**src/hw/rtl/lmss_pkg.sv**
```systemverilog
// Package for the scrolling LED matrix scanner: command, mode and register codes,
// reset values and the row descriptor passed between the scan control and the top level.
// Depends on nothing; the scan control, the top level and the testbench import it.
package lmss_pkg;

    // Input commands.
    localparam logic [1:0] CMD_LOAD = 2'd0;
    localparam logic [1:0] CMD_TICK = 2'd1;
    localparam logic [1:0] CMD_STOP = 2'd2;

    // Scroll modes.
    localparam logic [2:0] MODE_STATIC     = 3'd0;
    localparam logic [2:0] MODE_BOTTOM_UP  = 3'd1;
    localparam logic [2:0] MODE_RIGHT_LEFT = 3'd2;
    localparam logic [2:0] MODE_LEFT_RIGHT = 3'd3;
    localparam logic [2:0] MODE_TOP_DOWN   = 3'd4;

    // Configuration register indexes.
    localparam logic [1:0] CFG_SCROLL_MODE     = 2'd0;
    localparam logic [1:0] CFG_CHAR_COUNT      = 2'd1;
    localparam logic [1:0] CFG_FRAMES_PER_STEP = 2'd2;

    // Register reset values.
    localparam logic [2:0]  SCROLL_MODE_RESET     = MODE_STATIC;
    localparam logic [3:0]  CHAR_COUNT_RESET      = 4'd1;
    localparam logic [15:0] FRAMES_PER_STEP_RESET = 16'd200;

    localparam logic [2:0] LAST_ROW = 3'd7;

    typedef struct packed {
        logic [2:0] row;    // row being driven
        logic       last;   // row closes a frame
        logic [2:0] shift;  // bit offset of the window inside the two fetched bytes
    } t_row_info;

endpackage

```
**src/hw/rtl/lmss_ram.sv**
```systemverilog
// Generic single-write, single-read RAM with a registered read port.
// Depends on nothing.
module lmss_ram #(
    parameter int WIDTH = 8,
    parameter int DEPTH = 64
) (
    input  logic                     i_clk,
    input  logic                     i_wr_en,
    input  logic [$clog2(DEPTH)-1:0] i_wr_addr,
    input  logic [WIDTH-1:0]         i_wr_data,
    input  logic                     i_rd_en,
    input  logic [$clog2(DEPTH)-1:0] i_rd_addr,
    output logic [WIDTH-1:0]         o_rd_data
);

    logic [WIDTH-1:0] r_mem [DEPTH];
    logic [WIDTH-1:0] r_rd_data;

    always_ff @(posedge i_clk) begin
        if (i_wr_en) begin
            r_mem[i_wr_addr] <= i_wr_data;
        end
        if (i_rd_en) begin
            r_rd_data <= r_mem[i_rd_addr];
        end
    end

    assign o_rd_data = r_rd_data;

endmodule

```
**src/hw/rtl/lmss_pattern_store.sv**
```systemverilog
// Pattern store: two RAM copies written together so that two row bytes can be read
// at once, plus per-entry valid bits so that entries never loaded read as zero.
// Depends on lmss_ram.
module lmss_pattern_store #(
    parameter int MAX_CHARS = 8
) (
    input  logic                           i_clk,
    input  logic                           i_rst_n,
    input  logic                           i_wr_en,
    input  logic [$clog2(MAX_CHARS*8)-1:0] i_wr_addr,
    input  logic [7:0]                     i_wr_data,
    input  logic                           i_rd_en,
    input  logic [$clog2(MAX_CHARS*8)-1:0] i_rd_addr0,
    input  logic [$clog2(MAX_CHARS*8)-1:0] i_rd_addr1,
    output logic [7:0]                     o_rd_data0,
    output logic [7:0]                     o_rd_data1
);

    localparam int DEPTH = MAX_CHARS * 8;

    logic [DEPTH-1:0] r_valid;
    logic             r_valid0;
    logic             r_valid1;
    logic [7:0]       ram_data0;
    logic [7:0]       ram_data1;

    lmss_ram #(.WIDTH(8), .DEPTH(DEPTH)) u_ram0 (
        .i_clk     (i_clk),
        .i_wr_en   (i_wr_en),
        .i_wr_addr (i_wr_addr),
        .i_wr_data (i_wr_data),
        .i_rd_en   (i_rd_en),
        .i_rd_addr (i_rd_addr0),
        .o_rd_data (ram_data0)
    );

    lmss_ram #(.WIDTH(8), .DEPTH(DEPTH)) u_ram1 (
        .i_clk     (i_clk),
        .i_wr_en   (i_wr_en),
        .i_wr_addr (i_wr_addr),
        .i_wr_data (i_wr_data),
        .i_rd_en   (i_rd_en),
        .i_rd_addr (i_rd_addr1),
        .o_rd_data (ram_data1)
    );

    always_ff @(posedge i_clk) begin
        if (!i_rst_n) begin
            r_valid <= '0;
        end else if (i_wr_en) begin
            r_valid[i_wr_addr] <= 1'b1;
        end
    end

    always_ff @(posedge i_clk) begin
        if (!i_rst_n) begin
            r_valid0 <= 1'b0;
            r_valid1 <= 1'b0;
        end else if (i_rd_en) begin
            r_valid0 <= r_valid[i_rd_addr0];
            r_valid1 <= r_valid[i_rd_addr1];
        end
    end

    assign o_rd_data0 = r_valid0 ? ram_data0 : 8'h00;
    assign o_rd_data1 = r_valid1 ? ram_data1 : 8'h00;

endmodule

```
**src/hw/rtl/lmss_scan_ctrl.sv**
```systemverilog
// Scan control: row, frame and scroll offset counters, and the store addresses of
// the window for the row being driven.
// Depends on lmss_pkg.
module lmss_scan_ctrl #(
    parameter int MAX_CHARS = 8
) (
    input  logic                           i_clk,
    input  logic                           i_rst_n,
    input  logic                           i_tick,
    input  logic                           i_stop,
    input  logic [2:0]                     i_scroll_mode,
    input  logic [3:0]                     i_char_count,
    input  logic [15:0]                    i_frames_per_step,
    output logic [$clog2(MAX_CHARS*8)-1:0] o_rd_addr0,
    output logic [$clog2(MAX_CHARS*8)-1:0] o_rd_addr1,
    output lmss_pkg::t_row_info            o_info,
    output logic                           o_blank_next
);
    import lmss_pkg::*;

    localparam int DEPTH = MAX_CHARS * 8;
    localparam int AW    = $clog2(DEPTH);
    localparam int XW    = AW + 1;

    logic [2:0]    r_row;
    logic [15:0]   r_frame_cnt;
    logic [AW-1:0] r_offset;
    logic          r_blanked;

    logic [2:0]    n_row;
    logic [15:0]   n_frame_cnt;
    logic [AW-1:0] n_offset;
    logic          n_blanked;

    logic [3:0]    n_chars;
    logic [2:0]    mode;
    logic [XW-1:0] total;
    logic [XW-1:0] limit;
    logic [XW-1:0] off_x;
    logic [XW-1:0] eff_off;
    logic [XW-1:0] row_x;
    logic [XW-1:0] bit_pos;
    logic [XW-1:0] char0;
    logic [XW-1:0] char1;
    logic [XW-1:0] td_sum;
    logic [XW-1:0] td_idx;
    logic [XW-1:0] addr0_x;
    logic [XW-1:0] addr1_x;
    logic [XW-1:0] off_inc;
    logic [16:0]   frame_inc;
    logic [16:0]   frame_need;
    logic          is_last;

    always_comb begin
        if (i_char_count == 4'd0) begin
            n_chars = 4'd1;
        end else if (i_char_count > 4'(MAX_CHARS)) begin
            n_chars = 4'(MAX_CHARS);
        end else begin
            n_chars = i_char_count;
        end
        mode = (i_scroll_mode > MODE_TOP_DOWN) ? MODE_STATIC : i_scroll_mode;
    end

    assign total = XW'(n_chars) << 3;

    always_comb begin
        unique case (mode)
            MODE_STATIC:   limit = '0;
            MODE_TOP_DOWN: limit = total - XW'(1);
            default:       limit = total - XW'(8);
        endcase
    end

    // An offset left over from an earlier configuration restarts at zero.
    assign off_x   = XW'(r_offset);
    assign eff_off = (off_x > limit) ? '0 : off_x;
    assign row_x   = XW'(r_row);

    // Horizontal modes: the window starts bit_pos bits above the bottom of the row
    // word, in which character zero is the most significant byte.
    assign bit_pos = (mode == MODE_LEFT_RIGHT) ? (total - XW'(8) - eff_off) : eff_off;
    assign char0   = XW'(n_chars) - XW'(1) - (bit_pos >> 3);
    assign char1   = char0 - XW'(1);

    always_comb begin
        td_sum = row_x + total - eff_off;
        td_idx = (td_sum >= total) ? (td_sum - total) : td_sum;
    end

    always_comb begin
        unique case (mode)
            MODE_BOTTOM_UP:  addr0_x = eff_off + row_x;
            MODE_RIGHT_LEFT,
            MODE_LEFT_RIGHT: addr0_x = (char0 << 3) + row_x;
            MODE_TOP_DOWN:   addr0_x = td_idx;
            default:         addr0_x = row_x;
        endcase
        addr1_x = (char1 << 3) + row_x;
    end

    assign o_rd_addr0 = addr0_x[AW-1:0];
    assign o_rd_addr1 = addr1_x[AW-1:0];

    assign is_last      = (r_row == LAST_ROW);
    assign o_info.row   = r_row;
    assign o_info.last  = is_last;
    assign o_info.shift = (mode == MODE_RIGHT_LEFT || mode == MODE_LEFT_RIGHT)
                          ? bit_pos[2:0] : 3'd0;

    assign frame_inc  = {1'b0, r_frame_cnt} + 17'd1;
    assign frame_need = (i_frames_per_step == 16'd0) ? 17'd1 : {1'b0, i_frames_per_step};
    assign off_inc    = eff_off + XW'(1);

    always_comb begin
        n_row       = r_row;
        n_frame_cnt = r_frame_cnt;
        n_offset    = r_offset;
        n_blanked   = r_blanked;
        if (i_stop) begin
            n_row       = 3'd0;
            n_frame_cnt = 16'd0;
            n_offset    = '0;
            n_blanked   = 1'b1;
        end else if (i_tick) begin
            n_blanked = 1'b0;
            n_row     = r_row + 3'd1;
            n_offset  = eff_off[AW-1:0];
            if (is_last) begin
                if (frame_inc >= frame_need) begin
                    n_frame_cnt = 16'd0;
                    n_offset    = (off_inc > limit) ? '0 : off_inc[AW-1:0];
                end else begin
                    n_frame_cnt = frame_inc[15:0];
                end
            end
        end
    end

    assign o_blank_next = n_blanked;

    always_ff @(posedge i_clk) begin
        if (!i_rst_n) begin
            r_row       <= 3'd0;
            r_frame_cnt <= 16'd0;
            r_offset    <= '0;
            r_blanked   <= 1'b0;
        end else begin
            r_row       <= n_row;
            r_frame_cnt <= n_frame_cnt;
            r_offset    <= n_offset;
            r_blanked   <= n_blanked;
        end
    end

    // After a stop the scan restarts from the first row with no offset.
    a_stop_restarts: assert property (@(posedge i_clk) disable iff (!i_rst_n)
        i_stop |=> (r_row == 3'd0 && r_offset == '0 && r_frame_cnt == 16'd0 && r_blanked))
        else $error("scan state not cleared after stop");

    // Apart from a stop, the frame counter moves only when a frame ends.
    a_frame_hold: assert property (@(posedge i_clk) disable iff (!i_rst_n)
        (i_tick && !i_stop && !is_last) |=> (r_frame_cnt == $past(r_frame_cnt)))
        else $error("frame counter moved in the middle of a frame");

endmodule

```
**src/hw/rtl/led_matrix_scroll_scanner_unit.sv**
```systemverilog
// Top level of the scrolling 8x8 LED matrix scanner: configuration registers,
// input handshake, pattern store, scan control and the two result stages.
// Depends on lmss_pkg, lmss_pattern_store and lmss_scan_ctrl.

// The block takes one item in every clock cycle while input stall is low. A load
// writes one row byte into the pattern store and yields nothing; a tick or a stop
// yields one row word through stage one, the registered store read, and then the
// output register. Input stall rises only when both stages hold results that the
// output side has not taken. Configuration writes are always ready; the user must
// make them while the block is idle (unenforced); writing index three has no effect.
module led_matrix_scroll_scanner_unit #(
    parameter int MAX_CHARS = 8
) (
    input  logic        i_clk,
    input  logic        i_rst_n,
    input  logic        i_in_valid,
    output logic        o_in_stall,
    input  logic [1:0]  i_cmd,
    input  logic [2:0]  i_char_slot,
    input  logic [2:0]  i_char_row,
    input  logic [7:0]  i_pattern_byte,
    output logic        o_out_valid,
    input  logic        i_out_stall,
    output logic [15:0] o_shift_word,
    output logic [2:0]  o_scan_row,
    output logic        o_frame_last,
    output logic        o_display_off,
    input  logic        i_cfg_valid,
    output logic        o_cfg_ready,
    input  logic [1:0]  i_cfg_index,
    input  logic [15:0] i_cfg_data
);
    import lmss_pkg::*;

    localparam int DEPTH = MAX_CHARS * 8;
    localparam int AW    = $clog2(DEPTH);

    logic [2:0]  r_scroll_mode;
    logic [3:0]  r_char_count;
    logic [15:0] r_frames_per_step;

    logic        r_s1_valid;
    t_row_info   r_s1_info;
    logic        r_s1_off;

    logic        r_out_valid;
    logic [15:0] r_out_word;
    logic [2:0]  r_out_row;
    logic        r_out_last;
    logic        r_out_off;

    logic          in_acc;
    logic          load_acc;
    logic          tick_acc;
    logic          stop_acc;
    logic          out_free;
    logic          s1_free;
    logic          wr_en;
    logic [AW-1:0] wr_addr;
    logic [AW-1:0] rd_addr0;
    logic [AW-1:0] rd_addr1;
    logic [7:0]    rd_data0;
    logic [7:0]    rd_data1;
    t_row_info     scan_info;
    logic          blank_next;
    logic [15:0]   byte_pair;
    logic [7:0]    window;
    logic [15:0]   n_out_word;

    assign o_cfg_ready = 1'b1;

    always_ff @(posedge i_clk) begin
        if (!i_rst_n) begin
            r_scroll_mode     <= SCROLL_MODE_RESET;
            r_char_count      <= CHAR_COUNT_RESET;
            r_frames_per_step <= FRAMES_PER_STEP_RESET;
        end else if (i_cfg_valid && o_cfg_ready) begin
            unique case (i_cfg_index)
                CFG_SCROLL_MODE:     r_scroll_mode     <= i_cfg_data[2:0];
                CFG_CHAR_COUNT:      r_char_count      <= i_cfg_data[3:0];
                CFG_FRAMES_PER_STEP: r_frames_per_step <= i_cfg_data;
                default:             ;
            endcase
        end
    end

    assign out_free   = !r_out_valid || !i_out_stall;
    assign s1_free    = !r_s1_valid || out_free;
    assign o_in_stall = !s1_free;

    assign in_acc   = i_in_valid && s1_free;
    assign load_acc = in_acc && (i_cmd == CMD_LOAD);
    assign tick_acc = in_acc && (i_cmd == CMD_TICK);
    assign stop_acc = in_acc && (i_cmd == CMD_STOP);

    // Loads into slots beyond the store are dropped.
    assign wr_en   = load_acc && ({1'b0, i_char_slot} < 4'(MAX_CHARS));
    assign wr_addr = AW'({i_char_slot, i_char_row});

    lmss_scan_ctrl #(.MAX_CHARS(MAX_CHARS)) u_scan_ctrl (
        .i_clk             (i_clk),
        .i_rst_n           (i_rst_n),
        .i_tick            (tick_acc),
        .i_stop            (stop_acc),
        .i_scroll_mode     (r_scroll_mode),
        .i_char_count      (r_char_count),
        .i_frames_per_step (r_frames_per_step),
        .o_rd_addr0        (rd_addr0),
        .o_rd_addr1        (rd_addr1),
        .o_info            (scan_info),
        .o_blank_next      (blank_next)
    );

    lmss_pattern_store #(.MAX_CHARS(MAX_CHARS)) u_pattern_store (
        .i_clk      (i_clk),
        .i_rst_n    (i_rst_n),
        .i_wr_en    (wr_en),
        .i_wr_addr  (wr_addr),
        .i_wr_data  (i_pattern_byte),
        .i_rd_en    (tick_acc),
        .i_rd_addr0 (rd_addr0),
        .i_rd_addr1 (rd_addr1),
        .o_rd_data0 (rd_data0),
        .o_rd_data1 (rd_data1)
    );

    // Stage one: the store read is in flight.
    always_ff @(posedge i_clk) begin
        if (!i_rst_n) begin
            r_s1_valid <= 1'b0;
        end else if (s1_free) begin
            r_s1_valid <= tick_acc || stop_acc;
        end
    end

    always_ff @(posedge i_clk) begin
        if (tick_acc || stop_acc) begin
            r_s1_info <= scan_info;
            r_s1_off  <= blank_next;
        end
    end

    // The window straddles at most two bytes; with no shift the upper one drops out.
    assign byte_pair  = {rd_data1, rd_data0} >> r_s1_info.shift;
    assign window     = byte_pair[7:0];
    assign n_out_word = {8'd1 << r_s1_info.row, ~window};

    always_ff @(posedge i_clk) begin
        if (!i_rst_n) begin
            r_out_valid <= 1'b0;
        end else if (out_free) begin
            r_out_valid <= r_s1_valid;
        end
    end

    always_ff @(posedge i_clk) begin
        if (out_free && r_s1_valid) begin
            if (r_s1_off) begin
                r_out_word <= 16'd0;
                r_out_row  <= 3'd0;
                r_out_last <= 1'b0;
            end else begin
                r_out_word <= n_out_word;
                r_out_row  <= r_s1_info.row;
                r_out_last <= r_s1_info.last;
            end
            r_out_off <= r_s1_off;
        end
    end

    assign o_out_valid   = r_out_valid;
    assign o_shift_word  = r_out_word;
    assign o_scan_row    = r_out_row;
    assign o_frame_last  = r_out_last;
    assign o_display_off = r_out_off;

    // Every tick or stop transfer occupies stage one on the following cycle.
    a_s1_fill: assert property (@(posedge i_clk) disable iff (!i_rst_n)
        (i_rst_n && (tick_acc || stop_acc)) |=> r_s1_valid)
        else $error("accepted tick or stop did not enter stage one");

    // A blanking result carries an all-zero word on the first row.
    a_blank_word: assert property (@(posedge i_clk) disable iff (!i_rst_n)
        (r_out_valid && r_out_off) |-> (r_out_word == 16'd0 && r_out_row == 3'd0 && !r_out_last))
        else $error("blanking result carries row data");

    // A driven row has its one-hot select matching the row, and only the last row ends a frame.
    a_row_select: assert property (@(posedge i_clk) disable iff (!i_rst_n)
        (r_out_valid && !r_out_off) |->
            (r_out_word[15:8] == (8'd1 << r_out_row) && r_out_last == (r_out_row == LAST_ROW)))
        else $error("row select or frame end inconsistent with scan row");

endmodule

```
**config.mk**
```make
export PLATFORM = sky130hd
export DESIGN_NAME = led_matrix_scroll_scanner_unit
export DESIGN_NICKNAME = d
export VERILOG_FILES = /design/src/hw/rtl/lmss_pkg.sv /design/src/hw/rtl/lmss_ram.sv /design/src/hw/rtl/lmss_pattern_store.sv /design/src/hw/rtl/lmss_scan_ctrl.sv /design/src/hw/rtl/led_matrix_scroll_scanner_unit.sv
export SDC_FILE = /design/constraint.sdc
export NUM_CORES = 1
export LEC_CHECK = 0
export BUFFER_PORTS_ARGS = -buffer_cell sky130_fd_sc_hd__buf_2
export CORE_MARGIN = 2
export CORE_UTILIZATION = 45
export DETAILED_ROUTE_END_ITERATION = 10
export SYNTH_ARGS = -nofsm -noshare
export SYNTH_HDL_FRONTEND = slang
export SYNTH_SLANG_ARGS = --single-unit
```
**constraint.sdc**
```tcl
create_clock -name i_clk -period 7.4 [get_ports i_clk]
set_clock_uncertainty 0.05 [all_clocks]
set_input_delay 0.74 -clock i_clk [delete_from_list [all_inputs] [get_ports i_clk]]
set_output_delay 0.74 -clock i_clk [all_outputs]
set_load 0.005 [all_outputs]
```
Word-level counts from Yosys, hierarchy flattened
Memory sizes are Yosys's and may differ from the RTL's. A register that Yosys moved wholly into a read port is not among the register bits.
Index checks and enable logic that the tools add are counted.
{"block": "word_totals", "wordCells": 111, "n_memories": 2, "input_bits": 39, "latchBits": 0, "mem_bits_ro": 0, "register_bits": 146, "ram_bits": 1024}
{"name": "u_pattern_store.u_ram0.r_mem", "depth": 64, "width": 8, "rd": 1, "rd_ports_with_merged_regs": 1, "wr": 1, "line": "lmss_ram.sv:16", "text": "logic [WIDTH-1:0] r_mem [DEPTH];"}
{"name": "u_pattern_store.u_ram1.r_mem", "depth": 64, "width": 8, "rd": 1, "rd_ports_with_merged_regs": 1, "wr": 1, "line": "lmss_ram.sv:16"}
{"block": "op_classes", "n_bitwise": 3, "multipliers": 0, "n_mux": 25, "shifts": 2, "magnitude_cmp": 10, "add_sub_neg": 15, "n_eq_ne": 9, "div": 0, "n_reduce_logical": 25}
{"operator": "OR 64 bit", "n": 1}
{"operator": "two-way mux 6 bit", "n": 6}
{"operator": "two-way mux 16 bit", "n": 2}
{"operator": "< comparator 6 x 7 -> 1 bit, second input constant", "n": 3}
{"operator": "adder 6 x 3 -> 6 bit", "n": 3}
{"operator": "case mux 6 bit (3 select lines)", "n": 1}
{"operator": "adder 16 x 1 -> 17 bit, second input constant", "n": 1}
{"operator": ">= comparator 17 bit", "n": 1}
{"operator": "zero test 16 bit", "n": 1}
{"operator": "two-way mux 8 bit", "n": 2}
{"operator": ">> shifter 16 x 3 -> 8 bit", "n": 1}
{"operator": "case mux 7 bit (2 select lines)", "n": 1}
{"operator": "binary-select mux 1 bit (select 6 bit)", "n": 2}
{"operator": "subtractor 6 bit", "n": 2}
{"operator": "two-way mux 4 bit", "n": 2}
{"operator": "inverter 8 bit", "n": 1}
{"operator": "AND reduction 2 bit", "n": 4}
{"operator": "<< shifter 1 x 3 -> 8 bit, first input constant", "n": 1}
{"operator": "adder 3 x 7 -> 7 bit", "n": 1}
{"operator": "adder 7 x 1 -> 7 bit, second input constant", "n": 1}
{"operator": ">= comparator 7 bit", "n": 1}
{"operator": "> comparator 6 x 7 -> 1 bit", "n": 1}
{"operator": "> comparator 7 bit", "n": 1}
{"operator": "two-way mux 1 bit", "n": 7}
{"operator": "24 further kinds", "n": 42}

Logic depth before layout (Yosys ltp)
Gate-level depths: netlist of run 1.
{"block": "logic_depth", "word_depth": 14, "ltp_mapped": 30, "depth_no_buf": 28}

By module
A second synthesis of run 1 with hierarchy kept.
{"block": "unflattened", "hier_cells": 2894, "area_unflattened_um2": 49785.2}
{"mod": "lmss_ram", "area_each_um2": 20246.9, "n_inst": 2, "seq_area_each_um2": 15615.0, "cells_each": 940}
{"mod": "lmss_pattern_store", "area_each_um2": 3614.7, "n_inst": 1, "seq_area_each_um2": 1321.3, "cells_each": 371}
{"mod": "lmss_scan_ctrl", "area_each_um2": 3339.5, "n_inst": 1, "seq_area_each_um2": 520.5, "cells_each": 440}
{"mod": "led_matrix_scroll_scanner_unit", "area_each_um2": 2337.2, "n_inst": 1, "seq_area_each_um2": 1371.3, "cells_each": 203}

Least setup slack after synthesis of run 1
No wires, ideal clock.
{"block": "synth_timing", "path_kind": "reg2reg", "startpoint": "register r_scroll_mode[0]", "endpoint": "register u_pattern_store.u_ram1.r_rd_data[0] (netlist: u_pattern_store.u_ram1.o_rd_data[0]), read port of u_pattern_store.u_ram1.r_mem, data pin", "t_arrival_ns": 5.703, "stages_incl_launch_ff": 23, "required_ns": 7.078, "setup_ns": 0.272, "slack_ns": 1.375, "cell_sequence": "dfxtp_1 clkbuf_1 nor2_1 xnor2_1 nand2_1 ha_1 and3_1 a41o_1 a31o_2 nand2_1 ha_1 buf_2 a31oi_1 xnor2_1 a21oi_1 fa_1 inv_1 ha_1 clkbuf_1 clkbuf_1 clkbuf_1 mux4_2 mux4_2"}
{"block": "synth_between", "elab_chain_cells": 11, "word_cells_on_any_way": 13, "classes_between": "add/sub: 4; order compare: 2; eq/ne: 2; mux: 4; reduce/logical: 1"}
{"element": "start: declaration", "line": "led_matrix_scroll_scanner_unit.sv:38", "text": "logic [2:0] r_scroll_mode;"}
{"element": "start signal: assignment", "line": "led_matrix_scroll_scanner_unit.sv:79", "text": "CFG_SCROLL_MODE: r_scroll_mode <= i_cfg_data[2:0];"}
{"element": "> comparator 3 bit", "line": "lmss_scan_ctrl.sv:62", "text": "mode = (i_scroll_mode > MODE_TOP_DOWN) ? MODE_STATIC : i_scroll_mode;"}
{"element": "two-way mux 3 bit *", "line": "lmss_scan_ctrl.sv:62"}
{"element": "equality test 3 bit / zero test 3 bit (equally long branches)", "line": "lmss_scan_ctrl.sv:68", "text": "unique case (mode)"}
{"element": "case mux 7 bit (2 select lines)", "line": "lmss_scan_ctrl.sv:68"}
{"element": "> comparator 6 x 7 -> 1 bit", "line": "lmss_scan_ctrl.sv:77", "text": "assign eff_off = (off_x > limit) ? '0 : off_x;"}
{"element": "two-way mux 6 bit", "line": "lmss_scan_ctrl.sv:77"}
{"element": "subtractor 6 bit", "line": "lmss_scan_ctrl.sv:82", "text": "assign bit_pos = (mode == MODE_LEFT_RIGHT) ? (total - XW'(8) - eff_off) : eff_off;"}
{"element": "two-way mux 6 bit *", "line": "lmss_scan_ctrl.sv:82"}
{"element": "subtractor 3 bit *", "line": "lmss_scan_ctrl.sv:83", "text": "assign char0 = XW'(n_chars) - XW'(1) - (bit_pos >> 3);"}
{"element": "subtractor 3 x 1 -> 3 bit *", "line": "lmss_scan_ctrl.sv:84", "text": "assign char1 = char0 - XW'(1);"}
{"element": "adder 6 x 3 -> 6 bit *", "line": "lmss_scan_ctrl.sv:99", "text": "addr1_x = (char1 << 3) + row_x;"}
{"element": "end: declaration", "line": "lmss_ram.sv:17", "text": "logic [WIDTH-1:0] r_rd_data;"}
Mark *: on every way between the ends. The rest lies on a longest branch, timed or not.
A chain may end at the register's enable or synchronous reset.

Worst setup path in the final report of run 1
{"block": "layout_timing", "startpoint": "register r_char_count[1]", "endpoint": "register u_pattern_store.u_ram0.r_rd_data[4] (netlist: u_pattern_store.u_ram0.o_rd_data[4]), read port of u_pattern_store.u_ram0.r_mem, data pin"}
{"block": "layout_between", "elab_chain_cells": 12, "word_cells_on_any_way": 21, "classes_between": "add/sub: 10; order compare: 3; mux: 7; reduce/logical: 1"}
{"element": "start: declaration", "line": "led_matrix_scroll_scanner_unit.sv:39", "text": "logic [3:0] r_char_count;"}
{"element": "start signal: assignment", "line": "led_matrix_scroll_scanner_unit.sv:80", "text": "CFG_CHAR_COUNT: r_char_count <= i_cfg_data[3:0];"}
{"element": "> comparator 4 bit", "line": "lmss_scan_ctrl.sv:57", "text": "end else if (i_char_count > 4'(MAX_CHARS)) begin"}
{"element": "two-way mux 4 bit", "line": "lmss_scan_ctrl.sv:57"}
{"element": "two-way mux 4 bit *", "line": "lmss_scan_ctrl.sv:55", "text": "if (i_char_count == 4'd0) begin"}
{"element": "subtractor 7 x 4 -> 7 bit / subtractor 7 x 1 -> 7 bit (equally long branches)", "line": "lmss_scan_ctrl.sv:71, lmss_scan_ctrl.sv:70"}
{"element": "case mux 7 bit (2 select lines)", "line": "lmss_scan_ctrl.sv:68"}
{"element": "> comparator 6 x 7 -> 1 bit", "line": "lmss_scan_ctrl.sv:77"}
{"element": "two-way mux 6 bit", "line": "lmss_scan_ctrl.sv:77"}
{"element": "subtractor 6 bit", "line": "lmss_scan_ctrl.sv:82"}
{"element": "two-way mux 6 bit", "line": "lmss_scan_ctrl.sv:82"}
{"element": "subtractor 3 bit", "line": "lmss_scan_ctrl.sv:83"}
{"element": "adder 6 x 3 -> 6 bit", "line": "lmss_scan_ctrl.sv:95", "text": "MODE_LEFT_RIGHT: addr0_x = (char0 << 3) + row_x;"}
{"element": "case mux 6 bit (3 select lines) *", "line": "lmss_scan_ctrl.sv:92", "text": "unique case (mode)"}
{"element": "end: declaration", "line": "lmss_ram.sv:17"}
Marks and branches as above.

==> results of run 1 <==
sequential cells by signal, indices dropped and copies added, names as in the netlist:
signal	cells
o_scan_row	3
o_out_valid	1
u_scan_ctrl.r_offset	6
u_pattern_store.u_ram0.r_mem	8
u_scan_ctrl.r_row	3
u_pattern_store.u_ram1.r_mem	504
r_s1_info	7
r_frames_per_step	16
u_scan_ctrl.r_frame_cnt	16
o_shift_word	16
u_pattern_store.r_valid0	1
u_pattern_store.u_ram1.o_rd_data	7
o_frame_last	1
u_pattern_store.r_valid	64
r_s1_off	1
o_display_off	1
r_scroll_mode	3
r_char_count	4
u_pattern_store.u_ram0.o_rd_data	8
u_pattern_store.r_valid1	1
u_scan_ctrl.r_blanked	1
r_s1_valid	1
per-stage QoR:
stage	instances	cell area, um^2	hold WS [ps]	setup WS (ps)
3_3_place_gp	3266	35400	410	845
6_report	3411	38000	289	499
5_1_grt	3410	38000	275	80.5
4_1_cts	3410	38000	259	535
2_1_floorplan	2332	34100	394	1370
3_5_place_dp	3266	35400	421	562
worst min-delay path by stage:
stage                                 from                          end
2_1_floorplan         r_frames_per_step[0]         r_frames_per_step[0]
3_3_place_gp          r_frames_per_step[0]         r_frames_per_step[0]
3_5_place_dp   u_scan_ctrl.r_frame_cnt[15]  u_scan_ctrl.r_frame_cnt[15]
4_1_cts                      i_cfg_data[7]         r_frames_per_step[7]
5_1_grt                      i_cfg_data[7]         r_frames_per_step[7]
6_report                     i_cfg_data[7]         r_frames_per_step[7]
worst min-delay path, delay by kind of cell:
kind	cells	cell delay, ps
compound gates	1	80
simple gates	1	40
buf+inv	1	70
kinds of logic (layout without fill, tap and decap cells):
group,after synthesis,in the layout
and+or+nand+nor,378,378
DFF,673,673
adders and majority gates,55,55
AOI/OAI and AO/OA,249,249
other,1,3
muxes,746,746
xor gates and xnor gates,37,37
buffers and inverters,192,301
layout by cell type, fill, tap and decap left out, types with 8 or more instances in the layout:
| master | count |
|---|---|
| a22oi_1 | 15 |
| or3_1 | 11 |
| nor3_1 | 12 |
| mux2_2 | 15 |
| clkbuf_16 | 79 |
| nor2b_1 | 24 |
| nand2_1 | 97 |
| clkinv_1 | 9 |
| mux2i_1 | 567 |
| nand2b_1 | 18 |
| a21o_1 | 8 |
| nand3_1 | 30 |
| xor2_1 | 10 |
| clkinv_2 | 14 |
| a21boi_0 | 15 |
| ha_1 | 50 |
| o21ai_0 | 19 |
| edfxtp_1 | 556 |
| dfxtp_1 | 114 |
| clkbuf_1 | 18 |
| a31oi_1 | 14 |
| inv_1 | 47 |
| a21oi_1 | 44 |
| mux4_2 | 164 |
| buf_2 | 60 |
| xnor2_1 | 25 |
| nor2_1 | 132 |
| o21a_1 | 74 |
| buf_4 | 43 |
| nand4_1 | 10 |
layer usage:
metal	share of wire (%)	up-vias	track usage, %	wire length [um]
met2	48	617	38.9	44300
met3	6.1	141	4.29	5660
li1	-	9181	-	-
met1	44	10600	32.8	40400
met4	2.6	8	6.56	2400
met5	0.061	-	0	57
where the power goes:
part,switching [W],internal [W]
clock network,0.00158,0.00228
logic,0.000490,0.000334
registers,0.0000292,0.00413
area by class of cell:
cell class / instances / area share [%]
diodes: 1 / 0.00659
repair buffers: 110 / 2.01
inverters: 47 / 0.465
multi-input cells: 1467 / 37.4
clock inverters: 41 / 1.19
flip-flops and latches: 673 / 50.2
clock buffers: 103 / 5.60
well taps: 969 / 3.19
==> results.py, run 1 <==
metrics = {
    "status": {
        "status": "complete, no violations",
    },
    "route": {
        "drtIter0Drc": 1800,
        "drt_wl_total_um": 92900,
        "dr.pass1.iters": 7,
        "dr_total_vias": 20600,
        "wl_per_cell_um": 27.2,
        "ant_nets": 0,
        "remaining_drc_errors": 0,
        "viasPerCell": 6.04,
    },
    "timing": {
        "worstMarginPinSlew_ps": 1270,
        "fmax_ghz": 0.145,
        "relSlewSlack_pct": 15.5,
        "finalHoldViolCount": 0,
        "setup_viol": 0,
        "maxSlewViolCount": 0,
        "fin_setup_tns_ps": 0,
        "fin_crit_ps": 6900,
        "fin_crit_sh_pct": 93.3,
        "rsz0062_at_grt": "false",
    },
    "die": {
        "fp-row-count": 100,
        "die_width_um": 279,
        "ios": 63,
        "start_util_pct": 45.6,
        "dieArea_um2": 77900,
        "die_h_um": 279,
        "core_um2": 74700,
    },
    "worst_hold_path": {
        "hp-class": "in2reg",
        "hold_depth": 3,
    },
    "synthesis": {
        "ys_types": 73,
        "synth_edf_count": 556,
        "muxShareOfSynthArea_pct": 28.0,
        "avgSynthCellArea_um2": 14.6,
        "synth_most_common_cell": "mux2i_1",
        "synthArstFlopShare_pct": 0,
        "yosysWarnings": 0,
        "synth_commonest_cells": "mux2i_1 (567), edfxtp_1 (556), mux4_2 (164)",
        "synth_top_family_by_area": "multiplexers",
        "synth-simple-area-share_pct": 5.19,
        "synth_seq_cells": 673,
        "syn-instance-count": 2331,
        "synth_compound_area_share_pct": 5.15,
        "synth_top_area_cell": "edfxtp_1",
        "synth-seq-area-share_pct": 55.9,
        "synth-main-ff-cell": "edfxtp_1",
        "synth_area_leaders": "edfxtp_1 (49%), mux2i_1 (17%), mux4_2 (11%)",
        "synth-xor-area-share_pct": 1.05,
        "synthesis.area_um2": 34100,
        "synthAdderAreaFrac_pct": 2.11,
        "synth_top_cell_area_share_pct": 49.0,
    },
    "clock_tree": {
        "clk_pin_slew_worst_paths_ps": 50,
        "clock_sinks": 673,
        "cts_buffers": 78,
        "post_cts_buffers": 0,
        "cts_htree_levels": 3,
        "cts_resized": 0,
        "holdBufCountCts": 0,
        "cts_tree": "built",
        "cts_max_path_buffers": 3,
        "clock_tree.root_cell": "clkbuf_16",
        "clkLatencyLatePin_ps": 640,
    },
    "pwr": {
        "power_density_nw_per_um2": 233,
        "power.leakage_nw": 13.5,
        "power_w": 0.00885,
        "peakVddDrop_mv": 0.179,
    },
    "critical_path": {
        "end_kind": "flip-flop",
        "crit_buf_inv": 2,
        "cp_slowest_cell": "and2_2",
        "setup.worst_path.start_class": "flip-flop",
        "cp.required_ps": 7710,
        "crit_arrival_ps": 7220,
        "critPathLaunch": "r_char_count[1]",
        "r2r_start": "r_char_count[1]",
        "r2r_cells": 26,
        "cpPeakStageDelay_ps": 880,
        "worstPathMaxFanout": 36,
        "cp.depth": 26,
        "crit_path_end": "u_pattern_store.u_ram0.o_rd_data[4]",
        "worstReg2RegEnd": "u_pattern_store.u_ram0.o_rd_data[4]",
        "path_class": "reg2reg",
        "r2r_slack_ps": 500,
        "crit_family": "simple AND/OR/NAND/NOR gates",
    },
    "final_layout": {
        "layout-drive-gt1-share_pct": 17.7,
        "fillerInstances": 6261,
        "utilization_pct": 50.8,
        "multi_input_area_um2": 14200,
        "register_area_um2": 19000,
        "syn_to_final_growth_pct": 11.5,
        "nets": 2471,
    },
    "grt": {
        "grt_first_pass_wirelength_um": 136000,
        "grt_pass1_vias": 20500,
        "antenna_found_initial": 5,
        "grt_usage_pct": 23.8,
        "grt_remaining_overflow": 0,
        "grt_start_max_net_pins": 97,
    },
    "placed_design": {
        "gp_congestion": 0.897,
        "dpl.hpwl_um": 61900,
        "port_buffers": 61,
    },
    "run": {
        "max_cap_viol_count": 0,
    },
}
Note: power is estimated with default switching activity, not from simulation.
==> run 2, diff against run 1 <==
MAX_ROUTING_LAYER = met4   (was default)
clock period = 6.6 ns   (was 7.4 ns; I/O delays follow)
==> run 2 against run 1 <==
  * Global-route usage up 1.1 points
  * Combinational power grew 15%
  * Critical path depth unchanged
  * Maximum frequency up 13%
  * Hold slack worse by 63 ps
  * Via count hardly changed
  * Die area stayed put
  * Non-clock buffer count increased by 15
  * Sequential cell count unchanged
  * Worst setup slack worse by 8.0 ps
  * Final area fell by 0.14%
  * Final cell count rose by 0.38%
==> results.py, run 2 (synthesis gave the netlist of run 1 again) <==
metrics = {
    "status": {
        "status": "complete, no violations",
    },
    "timing": {
        "finalHoldViolCount": 0,
        "setup_slack_ps": 491,
        "relSlewSlack_pct": 14.9,
        "fin_setup_tns_ps": 0,
        "rsz0062_at_grt": "false",
        "fmax_ghz": 0.164,
        "fin_crit_sh_pct": 92.6,
        "maxSlewViolCount": 0,
        "fin_crit_ps": 6110,
        "whs_ps": 226,
        "worstMarginPinSlew_ps": 1280,
        "setup_viol": 0,
    },
    "final_layout": {
        "layout-drive-gt1-share_pct": 17.8,
        "fillerInstances": 6210,
        "fin_cells": 3424,
        "top_regs": "u_pattern_store.u_ram1.r_mem x504, u_pattern_store.r_valid x64",
        "nets": 2484,
        "final_cell_mix": "mux2i_1 (566), edfxtp_1 (556), mux4_2 (164), nor2_1 (132), dfxtp_1 (114)",
        "largest_register": "u_pattern_store.u_ram1.r_mem",
        "largest_register_ffs": 504,
        "final_common_cell": "mux2i_1",
        "syn_to_final_growth_pct": 11.3,
    },
    "clock_tree": {
        "clkLatencyLatePin_ps": 630,
        "cts_max_path_buffers": 3,
        "cts_htree_levels": 3,
        "clk_pin_slew_worst_paths_ps": 60,
        "post_cts_buffers": 0,
        "cts_buffers": 75,
        "holdBufCountCts": 0,
        "cts_tree": "built",
        "clock_sinks": 673,
        "clock_tree.root_cell": "clkbuf_16",
    },
    "run": {
        "max_cap_viol_count": 0,
    },
    "grt": {
        "grt_remaining_overflow": 0,
        "grt_start_max_net_pins": 94,
        "grt_pass1_vias": 20600,
        "antenna_found_initial": 5,
        "grt_first_pass_wirelength_um": 138000,
        "grt_usage_pct": 24.9,
    },
    "critical_path": {
        "path_class": "reg2reg",
        "setup.worst_path.start_class": "flip-flop",
        "crit_arrival_ps": 6440,
        "crit_path_end": "u_pattern_store.u_ram0.o_rd_data[1]",
        "r2r_cells": 26,
        "worstReg2RegEnd": "u_pattern_store.u_ram0.o_rd_data[1]",
        "end_kind": "flip-flop",
        "worstPathMaxFanout": 18,
        "critPathLaunch": "r_char_count[1]",
        "r2r_start": "r_char_count[1]",
        "r2r_slack_ps": 490,
        "cp.required_ps": 6930,
    },
    "pwr": {
        "peakVddDrop_mv": 0.214,
        "power_density_nw_per_um2": 253,
        "power.leakage_nw": 13.5,
    },
    "route": {
        "dr.pass1.iters": 8,
        "ant_nets": 0,
        "viasPerCell": 6.02,
        "drtIter0Drc": 1838,
        "remaining_drc_errors": 0,
        "wl_per_cell_um": 27.4,
        "drt_wl_total_um": 93800,
        "dr_total_vias": 20600,
    },
    "die": {
        "start_util_pct": 45.6,
        "core_um2": 74700,
        "die_width_um": 279,
        "dieArea_um2": 77900,
        "die_h_um": 279,
        "fp-row-count": 100,
        "ios": 63,
    },
    "worst_hold_path": {
        "hp-class": "in2reg",
    },
    "placed_design": {
        "port_buffers": 61,
        "dp.cells": 3281,
        "gp_congestion": 0.898,
        "dpl.hpwl_um": 63600,
        "dp_slack_ps": 117,
    },
}
==> run 2: changes by cell type in the layout (fill, tap and decap cells not counted), sizes merged <==
cell    change
buf        +15
clkbuf      -7
bufinv      -4
diode       +4
clkinv      +3
and2        +1
inv         +1
==> run 2: worst max-delay path: stages, from the launching register on <==
cell and delay [ps]:
dfxtp_1 360, nor2_1 60, o21bai_1 180, ha_1 270, inv_1 90, nand2_1 90
ha_1 320, and3_1 180, a41o_1 290, a31o_2 310, nand2_1 130, inv_1 110
ha_1 220, fa_1 410, nand2b_1 220, a21oi_1 170, nor3_1 60, or2_2 310
fa_1 440, o21ai_1 100, a21oi_1 90, a22o_1 260, mux2i_1 140, o22a_1 260
o21ai_4 320, mux2i_1 310, mux2i_1 100
==> run 2: cell type report <==
type / instances / area (um^2) / area share [%]
tap: 969 / 1210 / 3.20
sequential: 673 / 19000 / 50.2
inverter: 47 / 176 / 0.465
multi-input combinational: 1468 / 14200 / 37.5
clock buffer: 96 / 2040 / 5.38
timing repair buffer: 125 / 913 / 2.41
clock inverter: 41 / 292 / 0.769
antenna: 5 / 12.5 / 0.0330
==> run 2: what timing repair did <==
item,CTS,global route
gates resized for setup,0,8
setup endpoints to repair,0,10
hold endpoints to repair,0,0
==> run 2: power breakdown <==
| part | total [W] | switching, W | internal [W] |
|---|---|---|---|
| logic | 0.000947 | 0.000564 | 0.000383 |
| registers | 0.00465 | 0.0000264 | 0.00463 |
| clock network | 0.00401 | 0.00171 | 0.00230 |
| total | 0.00961 | 0.00230 | 0.00731 |
==> run 2: worst min-delay path by stage <==
stage                               startpoint                    endpoint  slack [ps]  cells past startpoint
floorplan                 r_frames_per_step[0]        r_frames_per_step[0]         390                      2
global placement    u_scan_ctrl.r_frame_cnt[1]  u_scan_ctrl.r_frame_cnt[1]         410                      2
detailed placement  u_scan_ctrl.r_frame_cnt[1]  u_scan_ctrl.r_frame_cnt[1]         420                      2
CTS                              i_cfg_data[7]        r_frames_per_step[7]         200                      3
global route                     i_cfg_data[9]        r_frames_per_step[9]         230                      3
finish                           i_cfg_data[7]        r_frames_per_step[7]         230                      3
==> run 2: metal layers <==
| metal | share of wire [%] | wire length [um] | track usage, % |
|---|---|---|---|
| met1 | 44 | 41000 | 33.6 |
| met2 | 48 | 44600 | 39.2 |
| met3 | 6.2 | 5810 | 4.42 |
| met4 | 2.5 | 2390 | 6.52 |
| met5 | 0 | 0 | - |
==> run 2: per-stage QoR <==
stage	area [um^2]	util, %	total power [W]
4_1_cts	37900	50.7	0.00968
3_5_place_dp	35500	47.6	0.00569
2_1_floorplan	34100	-	0.00535
3_3_place_gp	35500	47.6	0.00567
5_1_grt	37900	50.8	0.00991
6_report	37900	50.8	0.00961
